### src/rtl/assert_macros.svh
// Assertion helpers shared by the RTL. Each expects clk and rst in scope.
`ifndef ASSERT_MACROS_SVH
`define ASSERT_MACROS_SVH

// Condition must hold at every clock edge outside reset.
`define ASSERT_ALWAYS(label, cond, msg) \
  label: assert property (@(posedge clk) disable iff (rst) (cond)) else $error(msg);

// Antecedent at one edge implies consequent at the next edge.
`define ASSERT_NEXT(label, ante, cons, msg) \
  label: assert property (@(posedge clk) disable iff (rst) (ante) |=> (cons)) else $error(msg);

`endif

### src/rtl/taa_ram.sv
// Simple dual-port RAM, one write and one registered read port.
// A read at the address being written returns the old contents.
module taa_ram #(
  parameter int WIDTH = 8,
  parameter int DEPTH = 16
) (
  input  logic                                   clk,
  input  logic                                   we,
  input  logic [((DEPTH > 1) ? $clog2(DEPTH) : 1)-1:0] waddr,
  input  logic [WIDTH-1:0]                       wdata,
  input  logic                                   re,
  input  logic [((DEPTH > 1) ? $clog2(DEPTH) : 1)-1:0] raddr,
  output logic [WIDTH-1:0]                       rdata
);

  logic [WIDTH-1:0] mem [DEPTH];

  always_ff @(posedge clk) begin
    if (we) begin
      mem[waddr] <= wdata;
    end
    if (re) begin
      rdata <= mem[raddr];
    end
  end

endmodule

### config.mk
export PLATFORM = sky130hd
export DESIGN_NAME = taa_ram
export DESIGN_NICKNAME = d
export VERILOG_FILES = /design/src/rtl/assert_macros.svh /design/src/rtl/taa_ram.sv
export SDC_FILE = /design/constraint.sdc
export NUM_CORES = 1
export LEC_CHECK = 0
export ABC_AREA = 1
export ABC_CLOCK_PERIOD_IN_PS = 3050
export BUFFER_PORTS_ARGS = -buffer_cell sky130_fd_sc_hd__buf_2
export CELL_PAD_IN_SITES_DETAIL_PLACEMENT = 0
export CELL_PAD_IN_SITES_GLOBAL_PLACEMENT = 1
export CORE_ASPECT_RATIO = 0.6
export CORE_UTILIZATION = 52
export DETAILED_ROUTE_END_ITERATION = 6
export GPL_ROUTABILITY_DRIVEN = 0
export HOLD_SLACK_MARGIN = 0.08
export PLACE_DENSITY_LB_ADDON = 0.08
export SKIP_LAST_GASP = 1
export SLEW_MARGIN = 20
export SYNTH_ARGS = -nofsm -noshare
export SYNTH_HDL_FRONTEND = slang
export SYNTH_SLANG_ARGS = --single-unit
### constraint.sdc
create_clock -name clk -period 3.05 [get_ports clk]
set_clock_uncertainty 0.2 [all_clocks]
set_input_delay 0.61 -clock clk [delete_from_list [all_inputs] [get_ports clk]]
set_output_delay 0.61 -clock clk [all_outputs]
set_load 0.01 [all_outputs]
==> qor.txt <==
Mux share of post-synthesis cell area: 0
Post CTS Setup Buffer Count: 0
Status: complete, no violations
Crit path max fanout: 64
Clock Sinks: 136
Syn avg cell area: 10.61 um^2
Routed Antenna Nets: 0
Drt wl/cell: 19.07 um
Pwr dens: 677.9 nW/um^2
H-tree depth: 4
Vias: 3827
Initial DRT Pass Iterations: 6
Cell Area, Synth: 5847 um^2
Critical Path Start: raddr[0]
Area growth syn-to-layout: 15.09%
CP Data Required Time: 3020 ps
Drt via density: 5.186
Simple-Gate Fraction of Synth Area: 0.2076
Max IR drop VDD: 0.4059 mV
Register area share after synthesis: 0.6985
Die H: 84.14 um
Count of final setup violators: 0
Core area: 10740 um^2
Total wire length: 14.07 mm
Synth Area in Compound Gates: 0
Reg2reg path depth: 6
Hold_buf cts: 0
Min-delay src: re
Final hold vios: 0
Final nets: 605
Number of gates resized after CTS: 0
Vias in the first global route: 3665
HPWL after DPL: 8.755 mm
Pre-CTS setup slack: 687.0 ps
Hold Path Depth: 1
Syn Inst Count: 551
Fin. max-slew vios: 0
Share of layout cells above drive strength 1: 0.1202
Max cap viols: 0
Iter 0 DRT Violations: 390
GRT Util Overall: 0.2666
RSZ-0062 raised after global routing: false
CP Capture Type: flop
Slew of the pin with the lowest slew margin: 779.4 ps
Initial antenna violation count: 0
WS Path Type: in2reg
Final critical-path setup slack: 1106 ps
DRC violations left: 0
CP Data Arrival Time: 1910 ps
Part of the cycle the worst path needs: 0.6373
Yosys warns: 0
Skew-Pair Late Insertion Delay: 420 ps
Initial Utilization: 0.5444
Synthesized flop and latch total: 136
CTS tree: done
Die area: 11690 um^2
Element type at the critical path start: input pin
Buffers on Ports: 26
Setup TNS: 0 ps
Total grt overflow: 0
Total CTS buffers: 17
Die width: 138.9 um
Final core area utilization: 0.6265
Max-slew headroom: 0.4785
CTS Buffer Depth: 2
Root Buffer: clkbuf_16
ANT cells: 0
Worst hold path type: in2reg
IO Pins: 27
Site Rows: 29
Crit path time final: 1944 ps
Commonest non-fill, non-tap cell in the layout: nand2_1
Largest family of logic cells by synthesized area: simple AND/OR/NAND/NOR gates
Max Fclk: 514.5 MHz
Post-synth cell types: 11
Post-Synth Adder-Cell Area: 0
Most frequent cells in the layout: nand2_1 (173), edfxtp_1 (136), inv_1 (100)
RR Startpoint: mem[11][4]
Static leakage: 0.002909 uW
Global-route wire length before repair: 21.87 mm
Net count after synthesis: 570
Largest net degree at the start of global routing: 65
Xor/xnor share of the synthesized area: 0
Reg clk slew, reported paths: 60 ps
-- per-stage QoR --
stage / hold WS [ps] / power (uW) / cells / area [um^2]
6_report: 365.9 / 4561 / 738 / 6729
2_1_floorplan: 482.9 / 2306 / 551 / 5847
4_1_cts: 355.7 / 4578 / 738 / 6729
3_3_place_gp: 516.8 / 2415 / 706 / 6102
5_1_grt: 354.0 / 4698 / 738 / 6729
3_5_place_dp: 535.3 / 2419 / 706 / 6102
-- worst paths after layout --
check | end | slack (ps)
worst max register to register | rdata[4] | 1640
worst min-delay path | rdata[4] | 370
worst min register to register | rdata[1] | 540
worst max-delay path | rdata[5] | 1110
-- layout make-up --
class,instances,area (um^2)
multi-input cells,289,1214
fillers,869,4011
repair buffers,40,247.7
clock inverters,14,197.7
flip-flops and latches,136,4084
well taps,139,173.9
inverters,102,382.9
clock buffers,18,429.2
-- power breakdown --
group / switching [uW] / internal [uW] / leakage [uW]
Clock: 806 / 1380 / 0.000303
Sequential: 12.7 / 2110 / 0.00124
Combinational: 189 / 71.2 / 0.00137
Total: 1010 / 3550 / 0.00291
-- cell families (layout without fill, tap and decap cells) --
kind of cell | count (synthesis) | in the layout
flops | 136 | 136
buf+inv | 126 | 174
simple gates | 289 | 289
-- state kept, by name, indices dropped and copies added, names as in the netlist --
| register | flops |
|---|---|
| rdata | 8 |
| mem | 128 |
-- worst max-delay path: stages --
cell     delay [ps]
buf_2           100
buf_4           570
nand2_1         120
nand3_1         160
nand3_1         120
nand3_1         160
nand2_1          60
-- metal layers --
metal | vias up | share of wire | global-route usage
met3 | 11 | 0.083 | 0.06446
li1 | 1853 | - | -
met1 | 1816 | 0.50 | 0.4257
met2 | 147 | 0.41 | 0.3595
met5 | - | 0 | 0
met4 | 0 | 0.0077 | 0.07475
-- synthesized netlist by cell type (all sizes together) --
cell type,instances,share of area
nor2,17,0.011
buf,24,0.028
nand3,97,0.083
inv,102,0.065
nand2,173,0.11
edfxtp,136,0.70
nand3b,2,0.0026
(Power assumes the default switching activity.)
