==> src/rtl/assert_macros.svh <==
// Assertion helpers shared by the RTL. Each expects clk and rst in scope.
`ifndef ASSERT_MACROS_SVH
`define ASSERT_MACROS_SVH

// Condition must hold at every clock edge outside reset.
`define ASSERT_ALWAYS(label, cond, msg) \
  label: assert property (@(posedge clk) disable iff (rst) (cond)) else $error(msg);

// Antecedent at one edge implies consequent at the next edge.
`define ASSERT_NEXT(label, ante, cons, msg) \
  label: assert property (@(posedge clk) disable iff (rst) (ante) |=> (cons)) else $error(msg);

`endif

==> src/rtl/taa_pkg.sv <==
package taa_pkg;

  localparam int PIXEL_COUNT_DEF = 2097152;
  localparam int SUM_WIDTH_DEF   = 24;

  localparam int OP_W      = 3;
  localparam int INDEX_W   = 21;
  localparam int SAMPLE_W  = 16;
  localparam int SCALE_W   = 17;
  localparam int FRAC_W    = 16;

  localparam logic [SCALE_W-1:0] FRAME_SCALE_RESET = 17'd32768;

  // APB register map: one register, word aligned.
  localparam int REG_ADDR_W = 3;
  localparam int APB_DATA_W = 32;
  localparam logic [0:0] REG_IDX_FRAME_SCALE = 1'b0;

  // Output queue sizing.
  localparam int FIFO_DEPTH = 4;
  localparam int FIFO_PTR_W = $clog2(FIFO_DEPTH);
  localparam int FIFO_CNT_W = $clog2(FIFO_DEPTH + 1);

  typedef enum logic [OP_W-1:0] {
    OP_ADD_RAW         = 3'd0,
    OP_SCALED_PLUS_SUM = 3'd1,
    OP_SCALE_BOTH      = 3'd2,
    OP_ADD_SCALED      = 3'd3,
    OP_SUB_SCALED      = 3'd4
  } op_t;

  typedef struct packed {
    logic [SAMPLE_W-1:0] result_red;
    logic [SAMPLE_W-1:0] result_green;
    logic [SAMPLE_W-1:0] result_blue;
    logic                clipped;
  } result_t;

endpackage

==> src/rtl/taa_lane.sv <==
// One color channel: products in the first stage, rounding, update and
// saturation in the second. The second stage output is combinational.
module taa_lane #(
  parameter int SUM_WIDTH = taa_pkg::SUM_WIDTH_DEF
) (
  input  logic                          clk,
  input  taa_pkg::op_t                  op,
  input  logic [taa_pkg::SAMPLE_W-1:0]  sample,
  input  logic [SUM_WIDTH-1:0]          acc,
  input  logic [taa_pkg::SCALE_W-1:0]   scale,
  output logic [SUM_WIDTH-1:0]          new_sum,
  output logic [taa_pkg::SAMPLE_W-1:0]  result,
  output logic                          clip
);

  localparam int MIX_W  = SUM_WIDTH + 1;
  localparam int PA_W   = MIX_W + taa_pkg::SCALE_W;
  localparam int PB_W   = SUM_WIDTH + taa_pkg::SCALE_W;
  localparam int WIDE_W = SUM_WIDTH + 19;

  localparam logic [WIDE_W-1:0] ROUND_W   = WIDE_W'(1) << (taa_pkg::FRAC_W - 1);
  localparam logic [WIDE_W-1:0] SUM_MAX_W = WIDE_W'({SUM_WIDTH{1'b1}});
  localparam logic [WIDE_W-1:0] OUT_MAX_W = WIDE_W'({taa_pkg::SAMPLE_W{1'b1}});

  logic [MIX_W-1:0] mix;
  logic [MIX_W-1:0] mul_a_opnd;
  logic [PA_W-1:0]  prod_a_next;
  logic [PB_W-1:0]  prod_b_next;

  // Stage two registers.
  taa_pkg::op_t                 op2;
  logic [SUM_WIDTH-1:0]         sum2;
  logic [taa_pkg::SAMPLE_W-1:0] smp2;
  logic [PA_W-1:0]              prod_a;
  logic [PB_W-1:0]              prod_b;

  logic [WIDE_W-1:0] round_a;
  logic [WIDE_W-1:0] round_b;
  logic [WIDE_W-1:0] sum_w;
  logic [WIDE_W-1:0] smp_w;
  logic [WIDE_W-1:0] total;
  logic [WIDE_W-1:0] sum_out;
  logic              pixel_op;

  // Operation two scales sample plus sum; everything else scales the sample.
  assign mix         = MIX_W'(acc) + MIX_W'(sample);
  assign mul_a_opnd  = (op == taa_pkg::OP_SCALE_BOTH) ? mix : MIX_W'(sample);
  assign prod_a_next = PA_W'(mul_a_opnd) * PA_W'(scale);
  assign prod_b_next = PB_W'(acc) * PB_W'(scale);

  always_ff @(posedge clk) begin
    op2    <= op;
    sum2   <= acc;
    smp2   <= sample;
    prod_a <= prod_a_next;
    prod_b <= prod_b_next;
  end

  assign round_a = (WIDE_W'(prod_a) + ROUND_W) >> taa_pkg::FRAC_W;
  assign round_b = (WIDE_W'(prod_b) + ROUND_W) >> taa_pkg::FRAC_W;
  assign sum_w   = WIDE_W'(sum2);
  assign smp_w   = WIDE_W'(smp2);

  always_comb begin
    total    = '0;
    sum_out  = sum_w;
    clip     = 1'b0;
    pixel_op = 1'b0;
    result   = '0;
    case (op2)
      taa_pkg::OP_ADD_RAW: begin
        total = sum_w + smp_w;
        if (total > SUM_MAX_W) begin
          sum_out = SUM_MAX_W;
          clip    = 1'b1;
        end else begin
          sum_out = total;
        end
      end
      taa_pkg::OP_SCALED_PLUS_SUM: begin
        pixel_op = 1'b1;
        total    = round_a + sum_w;
        if (total > OUT_MAX_W) begin
          result = '1;
          clip   = 1'b1;
        end else begin
          result = total[taa_pkg::SAMPLE_W-1:0];
        end
      end
      taa_pkg::OP_SCALE_BOTH: begin
        pixel_op = 1'b1;
        if (round_a > OUT_MAX_W) begin
          result = '1;
          clip   = 1'b1;
        end else begin
          result = round_a[taa_pkg::SAMPLE_W-1:0];
        end
        if (round_b > SUM_MAX_W) begin
          sum_out = SUM_MAX_W;
          clip    = 1'b1;
        end else begin
          sum_out = round_b;
        end
      end
      taa_pkg::OP_ADD_SCALED: begin
        total = sum_w + round_a;
        if (total > SUM_MAX_W) begin
          sum_out = SUM_MAX_W;
          clip    = 1'b1;
        end else begin
          sum_out = total;
        end
      end
      taa_pkg::OP_SUB_SCALED: begin
        if (round_a > sum_w) begin
          sum_out = '0;
          clip    = 1'b1;
        end else begin
          sum_out = sum_w - round_a;
        end
      end
      default: begin
        sum_out = sum_w;
      end
    endcase
    // Accumulator reports are capped at full scale without flagging a clip.
    if (!pixel_op) begin
      result = (sum_out > OUT_MAX_W) ? '1 : sum_out[taa_pkg::SAMPLE_W-1:0];
    end
  end

  assign new_sum = sum_out[SUM_WIDTH-1:0];

endmodule

==> config.mk <==
export PLATFORM = sky130hd
export DESIGN_NAME = taa_lane
export DESIGN_NICKNAME = d
export VERILOG_FILES = /design/src/rtl/assert_macros.svh /design/src/rtl/taa_pkg.sv /design/src/rtl/taa_lane.sv
export SDC_FILE = /design/constraint.sdc
export NUM_CORES = 2
export LEC_CHECK = 0
export BUFFER_PORTS_ARGS = -buffer_cell sky130_fd_sc_hd__buf_2
export CAP_MARGIN = 25
export CORE_UTILIZATION = 30
export CTS_BUF_LIST = sky130_fd_sc_hd__clkbuf_2
export CTS_CLUSTER_SIZE = 30
export DETAILED_ROUTE_END_ITERATION = 10
export PLACE_DENSITY = 0.44
export SLEW_MARGIN = 25
export SYNTH_ARGS = -nofsm -noshare
export SYNTH_HDL_FRONTEND = slang
export SYNTH_SLANG_ARGS = --single-unit
==> constraint.sdc <==
create_clock -name clk -period 10.7 [get_ports clk]
set_input_delay 1.07 -clock clk [delete_from_list [all_inputs] [get_ports clk]]
set_output_delay 1.07 -clock clk [all_outputs]
set_load 0.1 [all_outputs]
==> metrics.log <==
INFO  metric timing.critical_path.mode_cell = fa_1
INFO  metric fin_setup_tns = 0 ps
INFO  metric fmaxAchievable = 98.9 MHz
INFO  metric die_width = 340 µm
INFO  metric relSlewSlack = 36.7%
INFO  metric finalHoldViolations = 0
INFO  metric critical_path_peak_fanout = 8
INFO  metric postSynthCellCount = 4,089
INFO  metric wire_length_per_cell_after_detailed_routing = 20.8 µm
INFO  metric detailedRoute.firstIterationViolations = 1,634
INFO  metric drc = 0
INFO  metric worstSetupPathType = input pin to flip-flop
INFO  metric internal_power = 4.84 mW
INFO  metric slowest_delay = 550 ps
INFO  metric grt_first_pass_wirelength = 181 mm
INFO  metric number_of_enable_type_register_cells_in_the_synthesized_netlist = 0
INFO  metric power_density = 297 nW/µm²
INFO  metric maxCapViolations = 0
INFO  metric ys_top_cells_by_area = fa_1 (39%), ha_1 (12%), inv_1 (8.8%), nand2_1 (6.7%), dfxtp_1 (5.6%)
INFO  metric drt_wl_total = 117 mm
INFO  metric hold_worst_slack = 343 ps
INFO  metric finalPower = 10.9 mW
INFO  metric ys_warn_count = 0
INFO  metric number_of_core_rows = 123
INFO  metric vias_per_cell = 4.87
INFO  metric setup_ws = 589 ps
INFO  metric final_antenna_violating_net_count = 0
INFO  metric critical_path.endpoint_type = flip-flop
INFO  metric grt.total_usage = 20.6%
INFO  metric dr.pass1.iters = 5
INFO  metric syn-mean-instance-area = 8.40 µm²
INFO  metric grt_pass1_vias = 29.0k
INFO  metric cts_tree = yes
INFO  metric run_status = finished, final reports clean
INFO  metric synth_ff_type = dfxtp_1
INFO  metric cellLeakagePower = 18.1 nW
INFO  metric net-switching-power = 6.09 mW
INFO  metric setup_viol = 0
INFO  metric clk_pin_slew_worst_paths = 350 ps
INFO  metric fp.dieArea = 116,000 µm²
INFO  metric clock_power_share = 2.2%
INFO  metric post-cts-setup-buffer-count = 0
INFO  metric grt_max_degree = 45
INFO  metric placement.setup.worst_slack = -233 ps
INFO  metric clk_root_buffer_cell = clkbuf_2
INFO  metric netlist_top_cells_count = inv_1 (808), fa_1 (673), nand2_1 (617)
INFO  metric yosys.cell_types.count = 94
INFO  metric layout.nets = 5,152
INFO  metric post_cts_hold_buffer_count = 0
INFO  metric p_seq_share = 7.2%
INFO  metric initial_core_util = 30.4%
INFO  metric combinationalPowerShare = 90.7%
INFO  metric tightest_slew = 950 ps
INFO  metric detailroute.via_count = 27.4k
INFO  metric share_of_flip_flops_with_an_asynchronous_set_or_reset_after_synthesis = 0%
INFO  metric max-vdd-ir-drop = 343 µV
INFO  metric buffer_ports.inserted = 101
INFO  metric rsz0062_at_grt = no
INFO  metric worst_setup_path_start_kind = input pin
INFO  metric final_core_utilization = 32.6%
INFO  metric finalCriticalPeriod = 10,110 ps
INFO  metric yosysTopAreaCellShare = 39.2%
INFO  metric yosys_register_bits = 96
INFO  metric synth_most_common_cell = inv_1
INFO  metric syn-cell-area = 34,400 µm²
INFO  metric areaGrowthSynthToFinish = 7.26%
INFO  metric final_max_slew_viol_count = 0
INFO  metric post-dp-hpwl = 94.8 mm
INFO  metric final_min_period_over_clock_period = 94.5%
INFO  metric gp_congestion = 0.885
INFO  metric hp-class = input pin to flip-flop
INFO  metric antenna_found_initial = 10
INFO  metric num-fill-cells = 12.1k
INFO  metric cts_buffers = 9
INFO  metric ioPinCount = 102
INFO  metric cts_buffer_depth = 2
INFO  metric clock_sinks = 96
INFO  metric sequential_cell_area_fraction_in_the_yosys_report = 5.59%
INFO  metric post_syn_nets = 5,142
INFO  metric number_of_gates_given_a_new_drive_strength_after_cts = 0
INFO  metric synth_area_leader_cell = fa_1
INFO  metric globalRouteOverflowTotal = 0
INFO  metric final_layout_size_suffix_gt1_share = 6.41%
INFO  metric worst_ep_required_time = 11,430 ps
INFO  metric switching_share = 55.7%
INFO  metric floorplan.core_area = 113,000 µm²
INFO  metric total_number_of_h_tree_levels = 3
INFO  metric dieHeight = 340 µm
INFO  metric critical_path.slowest_cell = fa_1
INFO  metric crit_arrival = 10,840 ps
==> worst paths after layout <==
kind / startpoint / to / slack, ps / depth (start not counted)
max: sample[0] / prod_a[41] / 590 / 39
min: op[1] / op2[1] / 340 / 1
==> layer usage <==
layer	track usage, %	part of all wire, %	up-vias
li1	-	-	12639
met1	30.1	49	14032
met2	32.9	45	577
met3	1.51	3.8	101
met4	4.56	1.9	2
met5	0	0.011	-
==> stage by stage <==
step / area (µm²) / std cells
floorplan: 34400 / 4089
global placement: 36700 / 5588
detailed placement: 36700 / 5588
finish: 36800 / 5611
CTS: 36800 / 5604
global route: 36800 / 5608
==> critical path, delay by kind of cell <==
family	cells	cell delay (ps)
and+or+nand+nor	3	300
buffers and inverters	9	1030
AOI/OAI and AO/OA	16	3920
xor gates and xnor gates	2	500
adders and majority gates	9	3990
==> logic make-up (layout without fill, tap and decap cells) <==
| logic type | count (synthesis) | count (layout) | share of synthesized area (%) |
|---|---|---|---|
| fa+ha+maj | 992 | 992 | 50.8 |
| other cells | 0 | 7 | 0 |
| mux | 6 | 6 | 0.178 |
| xor+xnor | 161 | 161 | 4.10 |
| compound gates | 495 | 495 | 9.64 |
| simple gates | 1337 | 1337 | 18.5 |
| buf+inv | 1002 | 1017 | 11.2 |
| flops | 96 | 96 | 5.59 |
==> registers in the layout, indices dropped and copies added (netlist names) <==
signal,flops
prod_a,27
prod_b,26
sum2,24
smp2,16
op2,3
==> cell usage in the layout, fill, tap and decap left out, types with 10 or more instances in the layout <==
cell / netlist / layout
o21a_1: 27 / 27
nor2_1: 185 / 184
clkbuf_2: 0 / 10
ha_1: 319 / 319
o21ai_0: 88 / 88
o21bai_1: 14 / 14
o211ai_1: 14 / 14
nand4_1: 23 / 23
xnor2_1: 101 / 101
a21oi_1: 155 / 155
nand3_1: 56 / 56
nand2_1: 617 / 617
fa_1: 673 / 673
or3_1: 12 / 12
a2111oi_0: 23 / 23
o21ai_1: 14 / 14
nand2b_1: 18 / 18
inv_1: 808 / 808
nor2b_1: 26 / 26
dfxtp_1: 96 / 96
and4_1: 13 / 13
a21o_1: 27 / 27
buf_2: 12 / 101
and3_1: 14 / 14
a31oi_1: 17 / 17
and2_1: 274 / 274
nor4_1: 12 / 12
xor2_1: 60 / 60
buf_4: 4 / 88
nor3_1: 54 / 52
a211oi_1: 23 / 23
==> power by group through the flow <==
| stage | Clock, mW | Sequential, mW | Combinational [mW] |
|---|---|---|---|
| after detailed placement | 0 | 0.785 | 9.97 |
| after global placement | 0 | 0.786 | 9.98 |
| after CTS | 0.250 | 0.776 | 10.1 |
| after floorplan | 0 | 0.689 | 7.61 |
| after global routing | 0.259 | 0.793 | 11.4 |
| final | 0.239 | 0.783 | 9.91 |
==> layout make-up <==
cell class	count	area (µm²)	area share, %
multi-input combinational	2991	28600	77.7
inverter	810	3040	8.25
sequential	96	1920	5.22
tap	1500	1880	5.09
timing repair buffer	191	1210	3.27
clock inverter	6	93.8	0.255
clock buffer	10	50.0	0.136
antenna	7	17.5	0.0475
No activity file was read; power rests on OpenSTA's default activity.
